--- src/hdl/bnc_pkg.sv ---
// Package for the bracket nesting checker: character codes, status codes,
// the decoded-character struct and the corruption score table.
// No dependencies.
package bnc_pkg;

	// Field widths fixed by the interface.
	localparam int CHAR_W  = 8;
	localparam int SCORE_W = 15;
	localparam int COMP_W  = 38;

	// Bracket characters.
	localparam logic [CHAR_W-1:0] CH_LPAREN = 8'h28;
	localparam logic [CHAR_W-1:0] CH_RPAREN = 8'h29;
	localparam logic [CHAR_W-1:0] CH_LBRACK = 8'h5B;
	localparam logic [CHAR_W-1:0] CH_RBRACK = 8'h5D;
	localparam logic [CHAR_W-1:0] CH_LBRACE = 8'h7B;
	localparam logic [CHAR_W-1:0] CH_RBRACE = 8'h7D;
	localparam logic [CHAR_W-1:0] CH_LANGLE = 8'h3C;
	localparam logic [CHAR_W-1:0] CH_RANGLE = 8'h3E;

	// Closer codes as kept on the stack.
	localparam logic [1:0] CODE_PAREN = 2'd0;
	localparam logic [1:0] CODE_BRACK = 2'd1;
	localparam logic [1:0] CODE_BRACE = 2'd2;
	localparam logic [1:0] CODE_ANGLE = 2'd3;

	// Line status codes on the result.
	localparam logic [1:0] ST_BALANCED   = 2'd0;
	localparam logic [1:0] ST_INCOMPLETE = 2'd1;
	localparam logic [1:0] ST_CORRUPTED  = 2'd2;
	localparam logic [1:0] ST_OVERFLOW   = 2'd3;

	// Line failure state.
	typedef enum logic [1:0] {
		FAIL_NONE,
		FAIL_CORRUPT,
		FAIL_OVERFLOW
	} fail_t;

	// One decoded input character.
	typedef struct packed {
		logic               is_open;
		logic               is_close;
		logic [1:0]         code;
		logic [SCORE_W-1:0] score;
	} char_info_t;

	// Score of an illegal closer, indexed by its closer code.
	function automatic logic [SCORE_W-1:0] illegal_score(input logic [1:0] code);
		logic [SCORE_W-1:0] s;
		case (code)
			CODE_PAREN: s = SCORE_W'(3);
			CODE_BRACK: s = SCORE_W'(57);
			CODE_BRACE: s = SCORE_W'(1197);
			default:    s = SCORE_W'(25137);
		endcase
		return s;
	endfunction

endpackage

--- src/hdl/bnc_decode.sv ---
// Character classifier: sorts a byte into opener, closer or other, and gives
// its closer code and corruption score. Depends on bnc_pkg.
module bnc_decode (
	input  logic [bnc_pkg::CHAR_W-1:0] character,
	output bnc_pkg::char_info_t        info
);
	import bnc_pkg::*;

	// Map each bracket byte to its class and code; any other byte scores 0.
	always_comb begin
		info = '0;
		case (character)
			CH_LPAREN: begin info.is_open = 1'b1; info.code = CODE_PAREN; end
			CH_LBRACK: begin info.is_open = 1'b1; info.code = CODE_BRACK; end
			CH_LBRACE: begin info.is_open = 1'b1; info.code = CODE_BRACE; end
			CH_LANGLE: begin info.is_open = 1'b1; info.code = CODE_ANGLE; end
			CH_RPAREN: begin info.is_close = 1'b1; info.code = CODE_PAREN; end
			CH_RBRACK: begin info.is_close = 1'b1; info.code = CODE_BRACK; end
			CH_RBRACE: begin info.is_close = 1'b1; info.code = CODE_BRACE; end
			CH_RANGLE: begin info.is_close = 1'b1; info.code = CODE_ANGLE; end
			default: info = '0;
		endcase
		if (info.is_close) begin
			info.score = illegal_score(info.code);
		end
	end

endmodule

--- config.mk ---
export PLATFORM = sky130hd
export DESIGN_NAME = bnc_decode
export DESIGN_NICKNAME = d
export VERILOG_FILES = /design/src/hdl/bnc_pkg.sv /design/src/hdl/bnc_decode.sv
export SDC_FILE = /design/constraint.sdc
export NUM_CORES = 1
export LEC_CHECK = 0
export ABC_AREA = 1
export BUFFER_PORTS_ARGS = -buffer_cell sky130_fd_sc_hd__buf_4
export CAP_MARGIN = 30
export CORE_AREA = 3 3 40 42
export DETAILED_ROUTE_END_ITERATION = 6
export DIE_AREA = 0 0 43 45
export PLACE_DENSITY = 0.63
export SYNTH_ARGS = -nofsm -noshare
export SYNTH_HDL_FRONTEND = slang
export SYNTH_SLANG_ARGS = --single-unit
--- constraint.sdc ---
create_clock -name vclk -period 1.7
set_input_delay 0.085 -clock vclk [all_inputs]
set_output_delay 0.085 -clock vclk [all_outputs]
set_load 0.02 [all_outputs]
==> results of run 1 <==
## layout make-up
class / count / area, µm²
well taps: 15 / 18.77
inverters: 14 / 52.55
fillers: 149 / 780.7
repair buffers: 23 / 172.7
multi-input cells: 50 / 260.3
## metrics by stage
step / setup slack, ns / power (W) / utilization (%) / area [µm²]
2_1_floorplan: 0.09727 / 0.00003840 / - / 380.4
3_3_place_gp: 0.3147 / 0.00005322 / 39.24 / 504.2
3_5_place_dp: 0.2666 / 0.00005407 / 39.24 / 504.2
4_1_cts: 0.2620 / 0.00005424 / 39.24 / 504.2
5_1_grt: 0.03351 / 0.00006168 / 39.24 / 504.2
6_report: 0.2882 / 0.00005382 / 39.24 / 504.2
## metal layers
layer  routed length [µm]  GRT usage, %  up-vias  share of wire [%]
met2                  366         16.47       16                 51
met5                    0             0        -                  0
met4                    0             0        0                  0
met3                   83        0.7968        0                 12
met1                  264         9.762      153                 37
li1                     -             -      221                  -
## layout by cell type (no fill, tap or decap)
cell type / Yosys / final
nand2_2: 4 / 4
nand2_1: 18 / 18
buf_4: 9 / 23
inv_2: 1 / 1
ha_1: 4 / 4
nand4_1: 1 / 1
nor2_1: 12 / 12
nor2_2: 4 / 4
conb_1: 1 / 4
nor2_4: 1 / 1
inv_1: 13 / 13
nand3b_1: 2 / 2
## logic make-up (layout without fill, tap and decap cells)
logic type                 count (synthesis)  after routing
adders and majority gates                  4              4
and+or+nand+nor                           42             42
buffers and inverters                     23             37
other                                      1              4
## power by group through the flow
stage                     combinational [W]  clock (W)  sequential, W
after floorplan                   0.0000384          0              0
after global placement            0.0000532          0              0
after detailed placement          0.0000541          0              0
after CTS                         0.0000542          0              0
after global routing              0.0000617          0              0
final                             0.0000538          0              0
## path summary, 6_finish.rpt
kind  cells after the start       end  slack, ns
max                      12  info[14]       0.29
min                       5  info[18]       0.62
## critical path, stage by stage
cell,delay (ns)
buf_4,0.11
inv_1,0.05
nand2_1,0.08
nor2_2,0.11
nand3b_1,0.13
nand2_1,0.10
nor2_2,0.05
inv_1,0.09
ha_1,0.15
inv_1,0.03
nor2_1,0.16
buf_4,0.18
## cells in the mapped netlist (all sizes together)
master   n
ha       4
buf      9
inv     14
nand3b   2
nand2   22
conb     1
nand4    1
nor2    17
==> flow_summary.toml, run 1 <==
[outcome]
outcome = "complete, no violations"

[floorplanning]
fp.coreArea_um2 = 1285
dieWidth_um = 43
dieArea_um2 = 1935
pin_count = 27
start_util_pct = 28.72
die_height_um = 45
rows = 13

[sta]
fin_setup_tns_ns = 0
final-setup-viol-count = 0
fin_crit_ns = 1.412
drv_slew = 0
timing.final.crit_share_pct = 83.05
fmax_mhz = 708.3
rsz0062_at_grt = "false"
hold_viol = 0
holdWs_ns = 0.6230

[setup_path]
worst-setup-path-type = "input port to primary output"
critPathArrivalTime_ns = 1.33
critPathMaxFanout = 3
end_kind = "primary output"
required_ns = 1.62
startpoint = "character[7]"
setup.worst_path.start_class = "input port"

[run]
maxCapViolations = 0

[final_layout]
area_growth_pct = 36.61
antenna_cells = 0
seq_cell_count = 0
finalNonFillerCells = 102
post_route_cells_drive_above_1_share_pct = 37.93
n_clock_buffer = 0
fin_nets = 101
seqCellArea_um2 = 0

[pwr]
p_int_w = 0.00002224
clkPwrFrac_pct = 0
p_leak_nw = 0.3457
power_frac_comb_pct = 100.0
powerDensity_nw_per_um2 = 106.7
switchingPower_w = 0.00003158
p_sw_share_pct = 58.68
pwr-share-seq_pct = 0
ir_drop_mv = 0.04680

[clock_network]
postCtsSetupRepairBufs = 0
ctsHoldBuffers = 0
post_cts_resize_count = 0

[placed_design]
gp_congestion = 0.7648
portBuffers = 23
post-place-cells = 102
hpwl_um = 676.2

[routing]
drc = 0
wl_per_cell_um = 7.000
vias = 390
dr.first_iter.drc_count = 2
finalWirelength_um = 714
ant_nets = 0
vias_per_cell = 3.824
dr.pass1.iters = 2

[synthesis]
synth_cell_types = 12
synth_largest_area_cell = "buf_4"
synth.area.top_cells = "buf_4, nand2_1, ha_1"
synth-xor-area-share_pct = 0
synth_top_family_by_area = "simple AND/OR/NAND/NOR gates"
syn_area_um2 = 369.1
synth-adder-area-share_pct = 13.56
syn_inst = 70
yosysWarningCount = 0
synth_compound_area_share_pct = 0
muxShareOfSynthArea_pct = 0
avgSynthCellArea_um2 = 5.273
synth-simple-area-share_pct = 52.88
yosys.area.top_type_share_pct = 18.31
synth_seq_area_share_pct = 0

[global_route]
antenna_found_initial = 0
grt.total_usage_pct = 8.126
grt_pass1_vias = 357
grt_max_degree = 7
grt_overflow_total = 0
grt_pass1_wl_um = 1324

[min_path]
min_from = "character[0]"
hold_path_class = "input port to primary output"
No activity file was read; power rests on OpenSTA's default activity.
==> run 2: changes to the inputs <==
==> constraint.sdc (replaced) <==
create_clock -name vclk -period 1.3
set_input_delay 0.065 -clock vclk [all_inputs]
set_output_delay 0.065 -clock vclk [all_outputs]
set_load 0.02 [all_outputs]
==> run 2 against run 1 <==
Net effect: die area unchanged; worst hold slack worse by 0.035 ns; global-route usage increased by 0.41 points; largest cell class unchanged; count of clock-buffer cells in the layout unchanged; total power grew 71%; setup slack worse by 0.25 ns; sequential share of layout area is the same; combinational power rose by 71%.
==> flow_summary.toml, run 2 (same netlist as run 1, synthesis figures left out) <==
[outcome]
outcome = "complete, no violations"

[placed_design]
post-place-cells = 105
gp_congestion = 0.7652
hpwl_um = 693.6
portBuffers = 23
place_area_um2 = 541.8

[floorplanning]
die_height_um = 45
fp.coreArea_um2 = 1285
dieWidth_um = 43
dieArea_um2 = 1935
pin_count = 27
rows = 13
start_util_pct = 28.72

[final_layout]
final_common_cell = "buf_4"
seq_cell_count = 0
finalNonFillerCells = 108
fin_nets = 107
post_route_cells_drive_above_1_share_pct = 61.29
antenna_cells = 0
n_clock_buffer = 0
n_fill_cell = 128
final_cell_mix = "buf_4, nand2_1, nand2_2, inv_1"
post-route-util_pct = 51.80
area_growth_pct = 80.34
finalInstanceArea_um2 = 665.6
seqCellArea_um2 = 0

[routing]
vias = 442
ant_nets = 0
dr.first_iter.drc_count = 5
dr.pass1.iters = 4
drc = 0
vias_per_cell = 4.093
wl_per_cell_um = 7.750
finalWirelength_um = 837

[min_path]
hold_depth = 5
hold_path_class = "input port to primary output"
worstHoldEndpoint = "info[18]"
min_from = "character[0]"

[sta]
fmax_mhz = 790.5
holdWs_ns = 0.5882
final-setup-viol-count = 0
timing.final.crit_share_pct = 97.31
fin_crit_ns = 1.265
drv_slew = 0
hold_viol = 0
rsz0062_at_grt = "true"

[setup_path]
critPathMaxFanout = 3
setup.worst_path.start_class = "input port"
end_kind = "primary output"
crit_chain = "buf_8 -> inv_4 -> nand2_4 -> nor2_4 -> nand3b_1 -> nand2_1 -> nor2_2 -> inv_2 -> ha_4 -> inv_2 -> nor2_4 -> buf_6"
critPathArrivalTime_ns = 1.20
slowest_stage = "ha_4"
cp_slowest_stage_delay_ns = 0.14
required_ns = 1.24
worst-setup-path-type = "input port to primary output"
startpoint = "character[6]"

[run]
maxCapViolations = 0

[global_route]
grt_pass1_vias = 379
grt_use_met1_pct = 10.71
use_met3_pct = 0.7968
grt_overflow_total = 0
grt.busiest_layer = "met2"
antenna_found_initial = 0
grt_max_degree = 7
grt.total_usage_pct = 8.541
gr-usage-met2_pct = 16.77
grt_pass1_wl_um = 1407

[pwr]
powerDensity_nw_per_um2 = 137.9
p_leak_nw = 0.3841
ir_drop_mv = 0.07429
==> run 2: cell types whose count changed in the layout (fill, tap and decap cells not counted), sizes merged <==
cell,previous run,this run
buf,23,29
==> run 2: critical path: cells and delay by family <==
family	cells	cell delay, ns
and+or+nand+nor	6	0.58
buffers and inverters	5	0.42
adders and majority gates	1	0.14
==> run 2: cell type report <==
class | instances | area [µm²] | area share (%)
Multi-Input combinational cell | 50 | 337.8 | 50.75
Tap cell | 15 | 18.77 | 2.820
Timing Repair Buffer | 29 | 251.5 | 37.78
Inverter | 14 | 57.56 | 8.647
==> run 2: where the power goes <==
group,leakage (nW),total (W),switching (W),internal (W)
combinational,0.384,0.0000918,0.0000522,0.0000396
sequential,0,0,0,0
clock,0,0,0,0
==> run 2: per-stage QoR <==
step,setup slack (ns),TNS [ns],total power [W]
finish,0.03503,0,0.00009181
global route,-0.06652,-0.4055,0.0001015
CTS,-0.01321,-0.03453,0.00007435
detailed placement,-0.03297,-0.06007,0.00007250
global placement,-0.02306,-0.02306,0.00007119
floorplan,0.03603,0,0.00005099
==> run 2: metal layers <==
layer  up-vias  share of wire [%]
met4         0                  0
met3         0                8.8
met1       190                 41
met2        17                 50
met5         -                  0
li1        235                  -
==> run 2: how the worst max path moves through the flow <==
stage	cells after the start	slack (ns)	to
5_1_grt	12	-0.07	info[10]
6_report	12	0.04	info[2]
2_1_floorplan	11	0.04	info[10]
3_3_place_gp	11	-0.02	info[3]
3_5_place_dp	11	-0.03	info[3]
4_1_cts	11	-0.01	info[3]
==> run 2: what timing repair did <==
action                                  CTS  global route
setup buffers                             1             2
hold endpoints to repair                  0             0
endpoints found under the setup margin    4             8
cloned                                    0             0
gates resized for setup                   2            29
pin swaps                                 1             8
hold buffers                              0             0
